--- config.mk ---
export PLATFORM = sky130hd
export DESIGN_NAME = greedy_change_maker_limited_stock_core
export DESIGN_NICKNAME = d
export VERILOG_FILES = /design/src/rtl/gcm_pkg.sv /design/src/rtl/gcm_ram.sv /design/src/rtl/gcm_div.sv /design/src/rtl/greedy_change_maker_limited_stock_core.sv
export SDC_FILE = /design/constraint.sdc
export NUM_CORES = 1
export LEC_CHECK = 0
export BUFFER_PORTS_ARGS = -buffer_cell sky130_fd_sc_hd__buf_2
export CORE_MARGIN = 2
export CORE_UTILIZATION = 58
export DETAILED_ROUTE_END_ITERATION = 10
export PLACE_DENSITY = 0.75
export SYNTH_ARGS = -nofsm -noshare
export SYNTH_HDL_FRONTEND = slang
export SYNTH_HIERARCHICAL = 1
export SYNTH_SLANG_ARGS = --single-unit
export TNS_END_PERCENT = 20
--- constraint.sdc ---
create_clock -name clk -period 5.4 [get_ports clk]
set_input_delay 0.27 -clock clk [delete_from_list [all_inputs] [get_ports clk]]
set_output_delay 0.27 -clock clk [all_outputs]
set_load 0.01 [all_outputs]
--- src/rtl/gcm_pkg.sv ---
`timescale 1ns / 1ps
// ----------------------------------------------------------------------------
// gcm_pkg
// Shared types and constants for the greedy change maker with coin stock.
// ----------------------------------------------------------------------------
package gcm_pkg;

  localparam int MAX_DENOMS = 8;
  localparam int IDX_W      = $clog2(MAX_DENOMS);
  localparam int CNT_W      = $clog2(MAX_DENOMS + 1);
  localparam int VAL_W      = 16;
  localparam int STOCK_W    = 8;
  localparam int PROD_W     = VAL_W + STOCK_W;

  typedef logic [IDX_W-1:0]   idx_t;
  typedef logic [CNT_W-1:0]   cnt_t;
  typedef logic [VAL_W-1:0]   val_t;
  typedef logic [STOCK_W-1:0] stock_t;

  // Command codes carried on the input tuser
  typedef enum logic [1:0] {
    CMD_CLEAR   = 2'd0,
    CMD_LOAD    = 2'd1,
    CMD_REQUEST = 2'd2,
    CMD_NONE    = 2'd3
  } cmd_t;

  // One denomination table entry
  typedef struct packed {
    stock_t stock;
    val_t   value;
  } denom_entry_t;

  localparam int ENTRY_W = $bits(denom_entry_t);

  // Divider handshake toward the sequencer
  typedef struct packed {
    logic done;
    val_t quotient;
  } div_status_t;

endpackage

--- src/rtl/gcm_ram.sv ---
`timescale 1ns / 1ps
// ----------------------------------------------------------------------------
// gcm_ram
// Simple dual-port synchronous RAM: one write port, one read port with
// registered read data.
// ----------------------------------------------------------------------------
module gcm_ram #(
  parameter int WIDTH  = 8,
  parameter int DEPTH  = 8,
  parameter int ADDR_W = $clog2(DEPTH)
) (
  input  logic              clk,
  input  logic              wr_en,
  input  logic [ADDR_W-1:0] wr_addr,
  input  logic [WIDTH-1:0]  wr_data,
  input  logic [ADDR_W-1:0] rd_addr,
  output logic [WIDTH-1:0]  rd_data
);

  logic [WIDTH-1:0] mem [DEPTH];

  // Write port
  always_ff @(posedge clk) begin
    if (wr_en) begin
      mem[wr_addr] <= wr_data;
    end
  end

  // Registered read port
  always_ff @(posedge clk) begin
    rd_data <= mem[rd_addr];
  end

endmodule

--- src/rtl/gcm_div.sv ---
`timescale 1ns / 1ps
// ----------------------------------------------------------------------------
// gcm_div
// Restoring radix-2 divider: one quotient bit per cycle; done is registered
// together with the last quotient bit.
// ----------------------------------------------------------------------------
module gcm_div
  import gcm_pkg::*;
(
  input  logic        clk,
  input  logic        rst,
  input  logic        start,
  input  val_t        dividend,
  input  val_t        divisor,
  output div_status_t status
);

  localparam int STEP_W = $clog2(VAL_W);

  logic              busy;
  logic [STEP_W-1:0] step;
  val_t              acc;
  val_t              quo;
  val_t              dvs;
  logic              done;

  logic [VAL_W:0]    trial;
  logic [VAL_W:0]    diff;

  // Shift in the next dividend bit and try the subtraction
  always_comb begin
    trial = {acc, quo[VAL_W-1]};
    diff  = trial - {1'b0, dvs};
  end

  always_ff @(posedge clk) begin
    if (rst) begin
      busy <= 1'b0;
      done <= 1'b0;
      step <= '0;
    end else begin
      done <= 1'b0;
      if (start) begin
        busy <= 1'b1;
        step <= '0;
        acc  <= '0;
        quo  <= dividend;
        dvs  <= divisor;
      end else if (busy) begin
        if (!diff[VAL_W]) begin
          acc <= diff[VAL_W-1:0];
          quo <= {quo[VAL_W-2:0], 1'b1};
        end else begin
          acc <= trial[VAL_W-1:0];
          quo <= {quo[VAL_W-2:0], 1'b0};
        end
        step <= step + 1'b1;
        if (step == STEP_W'(VAL_W - 1)) begin
          busy <= 1'b0;
          done <= 1'b1;
        end
      end
    end
  end

  assign status.done     = done;
  assign status.quotient = quo;

endmodule

--- src/rtl/greedy_change_maker_limited_stock_core.sv ---
`timescale 1ns / 1ps
// ----------------------------------------------------------------------------
// greedy_change_maker_limited_stock_core
// Greedy change maker over a table of coin denominations with limited stock.
// Loads fill a table RAM; a request walks it from the top entry down, divides
// the remainder by each nonzero value, stores the coins used in a second RAM,
// then streams one result per entry in index order (one if the table is empty).
//
//   Channel  Dir  Transfer when         Payload
//   s_*      in   s_tvalid & s_tready  tuser=cmd, tdata=value/stock/target
//   m_*      out  m_tvalid & m_tready  tdata=index/used/success, tlast
//
// A request sends each entry with a nonzero value through RAM read, check,
// the 16-step divider and multiply-subtract, and each zero-value entry through
// read and check only; each result then takes a RAM read and an output load.
// Input is taken only while no request is in progress. Reset (rst,
// synchronous) empties the table; RAM contents are not cleared. A stalled
// output holds the sequencer in the emit phase.
// ----------------------------------------------------------------------------
module greedy_change_maker_limited_stock_core
  import gcm_pkg::*;
(
  input  logic        clk,
  input  logic        rst,
  input  logic        s_tvalid,
  output logic        s_tready,
  input  logic [39:0] s_tdata,   // coin_value[15:0], coin_stock[23:16], target_amount[39:24]
  input  logic [1:0]  s_tuser,   // cmd[1:0]
  output logic        m_tvalid,
  input  logic        m_tready,
  output logic [15:0] m_tdata,   // entry_index[2:0], used_count[10:3], success[11], zero
  output logic        m_tlast
);

  typedef enum logic [2:0] {
    ST_IDLE,
    ST_WALK_RD,
    ST_WALK_CHK,
    ST_WALK_DIV,
    ST_WALK_MUL,
    ST_EMIT_RD,
    ST_EMIT_OUT,
    ST_EMIT_EMPTY
  } state_t;

  state_t       state;
  cnt_t         entry_count;
  val_t         remaining;
  idx_t         walk_idx;
  idx_t         emit_idx;
  val_t         cur_value;
  stock_t       cur_stock;
  stock_t       use_cnt;

  logic         in_xfer;
  cmd_t         cmd;
  val_t         in_value;
  stock_t       in_stock;
  val_t         in_target;

  logic         tbl_wr_en;
  denom_entry_t tbl_wr_data;
  denom_entry_t tbl_rd_data;
  logic [ENTRY_W-1:0] tbl_rd_raw;

  logic         used_wr_en;
  stock_t       used_wr_data;
  stock_t       used_rd_data;

  logic         div_start;
  div_status_t  div_stat;

  logic [PROD_W-1:0] product;
  stock_t       quo_sat;
  logic         out_free;
  logic         out_load;
  logic         emit_last;

  idx_t         out_idx;
  stock_t       out_used;
  logic         out_ok;

  // Unpack the input transfer
  assign s_tready  = (state == ST_IDLE);
  assign in_xfer   = s_tvalid && s_tready;
  assign cmd       = cmd_t'(s_tuser);
  assign in_value  = s_tdata[15:0];
  assign in_stock  = s_tdata[23:16];
  assign in_target = s_tdata[39:24];

  // Table RAM: append on load, read at the walk pointer
  assign tbl_wr_en         = in_xfer && (cmd == CMD_LOAD) &&
                             (entry_count < CNT_W'(MAX_DENOMS));
  assign tbl_wr_data.value = in_value;
  assign tbl_wr_data.stock = in_stock;
  assign tbl_rd_data       = denom_entry_t'(tbl_rd_raw);

  gcm_ram #(
    .WIDTH (ENTRY_W),
    .DEPTH (MAX_DENOMS)
  ) u_table_ram (
    .clk     (clk),
    .wr_en   (tbl_wr_en),
    .wr_addr (entry_count[IDX_W-1:0]),
    .wr_data (tbl_wr_data),
    .rd_addr (walk_idx),
    .rd_data (tbl_rd_raw)
  );

  // Used-count RAM: written by the walk, read by the emit phase
  always_comb begin
    used_wr_en   = 1'b0;
    used_wr_data = use_cnt;
    if (state == ST_WALK_CHK && tbl_rd_data.value == '0) begin
      used_wr_en   = 1'b1;
      used_wr_data = tbl_rd_data.stock;
    end else if (state == ST_WALK_MUL) begin
      used_wr_en   = 1'b1;
    end
  end

  gcm_ram #(
    .WIDTH (STOCK_W),
    .DEPTH (MAX_DENOMS)
  ) u_used_ram (
    .clk     (clk),
    .wr_en   (used_wr_en),
    .wr_addr (walk_idx),
    .wr_data (used_wr_data),
    .rd_addr (emit_idx),
    .rd_data (used_rd_data)
  );

  // Divider for remainder / value
  assign div_start = (state == ST_WALK_CHK) && (tbl_rd_data.value != '0);

  gcm_div u_div (
    .clk      (clk),
    .rst      (rst),
    .start    (div_start),
    .dividend (remaining),
    .divisor  (tbl_rd_data.value),
    .status   (div_stat)
  );

  // Clamp the quotient to the stock, then take the coins off the remainder
  always_comb begin
    quo_sat = (div_stat.quotient > VAL_W'(cur_stock)) ? cur_stock
                                                       : div_stat.quotient[STOCK_W-1:0];
    product = PROD_W'(use_cnt) * PROD_W'(cur_value);
  end

  assign out_free  = !m_tvalid || m_tready;
  assign out_load  = out_free && ((state == ST_EMIT_OUT) || (state == ST_EMIT_EMPTY));
  assign emit_last = (CNT_W'(emit_idx) + 1'b1) == entry_count;

  // Sequencer and output register
  always_ff @(posedge clk) begin
    if (rst) begin
      state       <= ST_IDLE;
      entry_count <= '0;
      remaining   <= '0;
      walk_idx    <= '0;
      emit_idx    <= '0;
      m_tvalid    <= 1'b0;
      m_tlast     <= 1'b0;
    end else begin
      // load a new result or drop the one just taken
      if (out_load) begin
        m_tvalid <= 1'b1;
      end else if (m_tready) begin
        m_tvalid <= 1'b0;
      end
      case (state)
        ST_IDLE: begin
          if (in_xfer) begin
            case (cmd)
              CMD_CLEAR: entry_count <= '0;
              CMD_LOAD: begin
                if (tbl_wr_en) begin
                  entry_count <= entry_count + 1'b1;
                end
              end
              CMD_REQUEST: begin
                remaining <= in_target;
                emit_idx  <= '0;
                if (entry_count == '0) begin
                  state <= ST_EMIT_EMPTY;
                end else begin
                  walk_idx <= IDX_W'(entry_count - 1'b1);
                  state    <= ST_WALK_RD;
                end
              end
              default: ;
            endcase
          end
        end
        ST_WALK_RD: state <= ST_WALK_CHK;
        ST_WALK_CHK: begin
          cur_value <= tbl_rd_data.value;
          cur_stock <= tbl_rd_data.stock;
          if (tbl_rd_data.value == '0) begin
            // zero value: whole stock used, remainder unchanged
            if (walk_idx == '0) begin
              state <= ST_EMIT_RD;
            end else begin
              walk_idx <= walk_idx - 1'b1;
              state    <= ST_WALK_RD;
            end
          end else begin
            state <= ST_WALK_DIV;
          end
        end
        ST_WALK_DIV: begin
          if (div_stat.done) begin
            use_cnt <= quo_sat;
            state   <= ST_WALK_MUL;
          end
        end
        ST_WALK_MUL: begin
          remaining <= remaining - product[VAL_W-1:0];
          if (walk_idx == '0) begin
            state <= ST_EMIT_RD;
          end else begin
            walk_idx <= walk_idx - 1'b1;
            state    <= ST_WALK_RD;
          end
        end
        ST_EMIT_RD: state <= ST_EMIT_OUT;
        ST_EMIT_OUT: begin
          if (out_free) begin
            out_idx  <= emit_idx;
            out_used <= used_rd_data;
            out_ok   <= (remaining == '0);
            m_tlast  <= emit_last;
            if (emit_last) begin
              state <= ST_IDLE;
            end else begin
              emit_idx <= emit_idx + 1'b1;
              state    <= ST_EMIT_RD;
            end
          end
        end
        ST_EMIT_EMPTY: begin
          if (out_free) begin
            out_idx  <= '0;
            out_used <= '0;
            out_ok   <= (remaining == '0);
            m_tlast  <= 1'b1;
            state    <= ST_IDLE;
          end
        end
        default: state <= ST_IDLE;
      endcase
    end
  end

  assign m_tdata = {4'b0, out_ok, out_used, out_idx};

endmodule

# Word-level counts from Yosys, hierarchy flattened
# Memories as Yosys holds them, arrays and structs flattened. A register that Yosys moved wholly into a read port is not among the register bits.
# Index checks and enable logic that the tools add are counted.
[word_totals] regBits=129 ramBits=256 mem_count=2 rom_bits=0 out_inout_bits=19 latch_bits=0
[memory_table] name="u_table_ram.mem" depth=8 width=24 read_ports=1 rd_clocked_by_memory_dff=1 write_ports=1 line="gcm_ram.sv:20" source="logic [WIDTH-1:0] mem [DEPTH];"
[memory_table] name="u_used_ram.mem" depth=8 width=8 read_ports=1 rd_clocked_by_memory_dff=1 write_ports=1 line="gcm_ram.sv:20"
[op_classes] add_sub_neg=8 n_shift=0 n_eq_ne=20 n_mul=1 n_lt_le_gt_ge=2 muxes=53 n_div=0 n_reduce_logical=38 bitwise=2
[ops] cell="two-way mux 16 bit" n=6
[ops] cell="two-way mux 3 bit" n=19
[ops] cell="logical NOT 16 bit" n=2
[ops] cell="two-way mux 8 bit" n=4
[ops] cell="one-hot mux 16 bit (2 select lines)" n=1
[ops] cell="one-hot mux 3 bit (8 select lines)" n=1
[ops] cell="subtractor 17 x 16 -> 17 bit" n=1
[ops] cell="> comparator 16 x 8 -> 1 bit" n=1
[ops] cell="multiplier 8 x 16 -> 16 bit" n=1
[ops] cell="one-hot mux 8 bit (2 select lines)" n=1
[ops] cell="nonzero test 16 bit" n=1
[ops] cell="subtractor 16 bit" n=1
[ops] cell="two-way mux 1 bit" n=15
[ops] cell="AND reduction 5 bit" n=3
[ops] cell="== test 3 bit, second input constant" n=4
[ops] cell="one-hot mux 3 bit (2 select lines)" n=2
[ops] cell="AND reduction 3 bit" n=4
[ops] cell="nonzero test 2 bit" n=6
[ops] cell="inequality test 2 bit, second input constant" n=5
[ops] cell="one-hot mux 3 bit (3 select lines)" n=1
[ops] cell="adder 4 x 1 -> 4 bit, second input constant" n=2
[ops] cell="inequality test 2 x 1 -> 1 bit, second input constant" n=4
[ops] cell="one-hot mux 4 bit (2 select lines)" n=1
[ops] cell="AND reduction 4 bit" n=2
[ops] cell="other kinds (23)" n=36

# Longest topological paths before layout
[depth] word_depth=6 mapped_depth=18 mapped_depth_nobuf=17

# By module
# Netlist, hierarchy kept.
[by_module_without_submodules] module="gcm_ram at u_table_ram" area_each_um2=7810.0 cells_per_inst=314 n_inst=1
[by_module_without_submodules] module="greedy_change_maker_limited_stock_core" area_each_um2=7213.2 cells_per_inst=785 n_inst=1
[by_module_without_submodules] module="gcm_div" area_each_um2=2962.8 cells_per_inst=258 n_inst=1
[by_module_without_submodules] module="gcm_ram at u_used_ram" area_each_um2=2691.3 cells_per_inst=114 n_inst=1

# Least setup slack after synthesis
# OpenSTA, ideal clock, no wires.
[synth_timing] path_kind="register -> register" from="register use_cnt[0]" to="register remaining[13]" slack_ps=1015 stages_incl_launch_ff=18 arrival_time_ps=4252 path_buffers=1 synth_period_minus_slack_ps=4385 setup_time_ps=134 cell_sequence="edfxtp_1 -> clkbuf_1 -> and2_1 -> fa_1 -> inv_1 -> fa_1 -> fa_1 -> inv_1 -> fa_1 -> inv_1 -> ha_1 -> a21oi_1 -> o21ai_1 -> a21oi_2 -> o21ai_1 -> a221oi_1 -> xor2_1 -> o22ai_1"
[synth_between] elab_chain_cells=3
[synth_lines] element="start: declaration" line="greedy_change_maker_limited_stock_core.sv:53" source="stock_t use_cnt;"
[synth_lines] element="start signal: assignment" line="greedy_change_maker_limited_stock_core.sv:216" source="use_cnt <= quo_sat;"
[synth_lines] element="multiplier 8 x 16 -> 16 bit" line="greedy_change_maker_limited_stock_core.sv:150" source="product = PROD_W'(use_cnt) * PROD_W'(cur_value);"
[synth_lines] element="subtractor 16 bit" line="greedy_change_maker_limited_stock_core.sv:221" source="remaining <= remaining - product[VAL_W-1:0];"
[synth_lines] element="one-hot mux 16 bit (2 select lines)" line="greedy_change_maker_limited_stock_core.sv:174" source="case (state)"
[synth_lines] element="end signal: assignment" line="greedy_change_maker_limited_stock_core.sv:185" source="remaining <= in_target;"
[synth_lines] element="end signal: assignment" line="greedy_change_maker_limited_stock_core.sv:221"
[synth_lines] element="end: declaration" line="greedy_change_maker_limited_stock_core.sv:48" source="val_t remaining;"
# No other way between the ends.
# A chain may end at the register's enable or synchronous reset.

# Final worst setup path
[layout_timing] from="register use_cnt[2]" to="register remaining[14]"
# Same word-level chain as after synthesis.

==> metrics.cfg <==
[critical_path]
arrival_ps = 5180
required_ps = 5850
worstSetupPathType = reg2reg
worst_setup_path_end_kind = flop
start_kind = flop
crit_fanout = 15

[global_route]
globalRoute.totalOverflow = 0
antenna_found_initial = 0
grt_pass1_vias = 12464
grt_usage = 0.244
grt_max_degree = 57
grt_pass1_wl_mm = 68.5

[pwr]
p_per_area_nw_per_um2 = 558
peakVddDrop_mv = 1.18
p_leak_nw = 8.45
p_int_mw = 8.23
power.share.sequential = 0.340
switchingPower_mw = 4.69
clkPwrFrac = 0.239
p_comb_frac = 0.420
finalPower_mw = 12.9
swShare = 0.363

[timing]
clock.fmax_ghz = 0.211
worstMarginPinSlew_ps = 1100
slew-limit-headroom = 0.267
setup_viol = 0
hold_viol_final = 0
finalWorstSetupSlack_ps = 671
fin_crit_ps = 4730
whs_ps = 13.2
period_share = 0.876
drv_slew = 0
finalSetupTns_ps = 0
fin_skew_ps = 28.9
rsz0062_at_grt = no

[route]
viasPerCell = 5.91
remaining_drc_errors = 0
wl_per_cell_um = 21.2
first_pass_iters = 7
vias = 12152
drt-initial-drc-count = 876
drt_wl_total_mm = 43.6
ant_nets = 0

[logic_synthesis]
yosysTopAreaCellShare = 0.505
synthAdderAreaFrac = 0.106
synth_ff_type = edfxtp_1
netlist_instances = 1471
yosysUniqueCellTypes = 78
ys_seq_elements = 417
synth_mux_area_frac = 0.114
synth_enable_flop_cells = 348
synth_compound_area_frac = 0.0586
yosys.area_share.xor_xnor = 0.0186
yosys-top-cells-area = edfxtp_1 51%, fa_1 7.1%, dfxtp_1 6.7%
seq_area_frac_synth = 0.572
async_reset_ff_frac = 0
yosys_warnings = 6
synth.largest_area_cell = edfxtp_1
yosys.area_share.simple = 0.0872
synth_top_family_by_area = multiplexers
avgSynthCellArea_um2 = 14.1
netlist_area_um2 = 20700

[clock_tree]
clock-root-buffer = clkbuf_16
cts_tree = built
ctsResizeCount = 0
clock-sinks = 417
cts_buffers = 42
h-tree-depth = 2
clk-insertion-delay-late_ps = 560
cts.clk_slew.worst_paths_ps = 60
clock_path_buffers = 3
postCtsSetupBuffers = 0

[floorplan]
rows = 69
initial_utilization = 0.586
dieArea_um2 = 37200
io_pins = 65
die_width_um = 193
core_um2 = 35300
die_h_um = 193

[layout]
n_antenna_cell = 0
layout_common_cells = 348 x edfxtp_1, 140 x inv_1, 100 x nand2_1
stdcell_area_um2 = 23200
final_common_cell = edfxtp_1
area_delta_synth_final_pct = 12.0
final_cells = 2056
drive_gt1_frac = 0.174
final_nets = 1739
final_core_util = 0.656

[hold_path]
worstHoldPathType = in2reg

[placement]
place_ws_ps = 695
io_buffers = 60
placed_cells_incl_taps = 1954
place_area_um2 = 21400
gp_congestion = 0.914
dp_hpwl_mm = 28.2

[outcome]
outcome = finished, final reports clean

[job]
cap_violations = 0

[repair_timing]
item	4_1_cts	5_1_grt
hold buffers	24	0
hold endpoints to repair	185	0
setup endpoints to repair	0	0
[layer usage]
metal | part of all wire | routed length [um] | GRT usage
met1 | 0.42 | 18300 | 0.324
met4 | 0.024 | 1040 | 0.0696
met2 | 0.50 | 21700 | 0.414
met5 | 0 | 0 | 0
met3 | 0.059 | 2570 | 0.0436
[sequential cells by signal, indices dropped and copies added (netlist names), 4 cells and up]
name and flops:
u_table_ram/mem 192, cur_value 16, cur_stock 8, u_div/acc 16
out_used 8, u_div/step 4, entry_count 4, use_cnt 8
u_table_ram/rd_data 24, u_div/quo 16, u_used_ram/mem 64, u_used_ram/rd_data 8
u_div/dvs 16, remaining 16
[final timing paths]
kind | startpoint | endpoint | slack, ps | cells after the start
worst max-delay path | use_cnt[2] | remaining[14] | 670 | 15
worst min-delay path | s_tdata[13] | u_table_ram/mem[0][13] | 10 | 1
worst max register to register | use_cnt[2] | remaining[14] | 670 | 15
worst min register to register | u_table_ram/rd_data[20] | cur_stock[4] | 440 | 0
[kinds of logic (layout without fill, tap and decap cells)]
logic type,after synthesis,in the layout
other,1,4
and+or+nand+nor,363,363
xor gates and xnor gates,44,44
buffers and inverters,203,324
AOI/OAI and AO/OA,175,175
DFF,417,417
muxes,136,136
adders and majority gates,132,132
[power groups by stage]
| stage | registers, mW | logic (mW) | clock network, mW |
|---|---|---|---|
| 5_1_grt | 4.44 | 6.09 | 3.26 |
| 6_report | 4.40 | 5.43 | 3.09 |
| 3_3_place_gp | 4.44 | 5.25 | 0 |
| 2_1_floorplan | 4.20 | 4.39 | 0 |
| 4_1_cts | 4.40 | 5.41 | 3.14 |
| 3_5_place_dp | 4.46 | 5.36 | 0 |
[cells in the mapped netlist, types with 17 or more instances]
cell,instances
edfxtp_1,348
inv_1,140
nand2_1,100
nor2_1,78
fa_1,73
and2_1,71
dfxtp_1,69
ha_1,59
mux4_2,49
a21oi_1,44
mux2_2,33
xnor2_1,32
clkbuf_1,31
nand3_1,28
nor3_1,22
o21ai_0,20
mux2_4,17
[area by class of cell]
class / instances / area (um^2)
Tap cell: 461 / 577
Timing Repair Buffer: 106 / 706
Inverter: 140 / 526
Multi-Input combinational cell: 854 / 8000
Clock buffer: 57 / 1180
Fill cell: 2430 / 12200
Clock inverter: 21 / 330
Sequential cell: 417 / 11800
[worst max-delay path, cell delays in order (launching register included)]
cell and delay [ps]:
edfxtp_1 640, and2_1 290, fa_1 530, inv_1 50, fa_1 480, fa_1 490
inv_1 50, fa_1 470, inv_1 40, ha_1 330, a21oi_1 200, o21ai_1 120
a221o_1 390, a31oi_1 200, xor2_1 90, a211oi_1 250
Power figures use the tool's default switching activity.
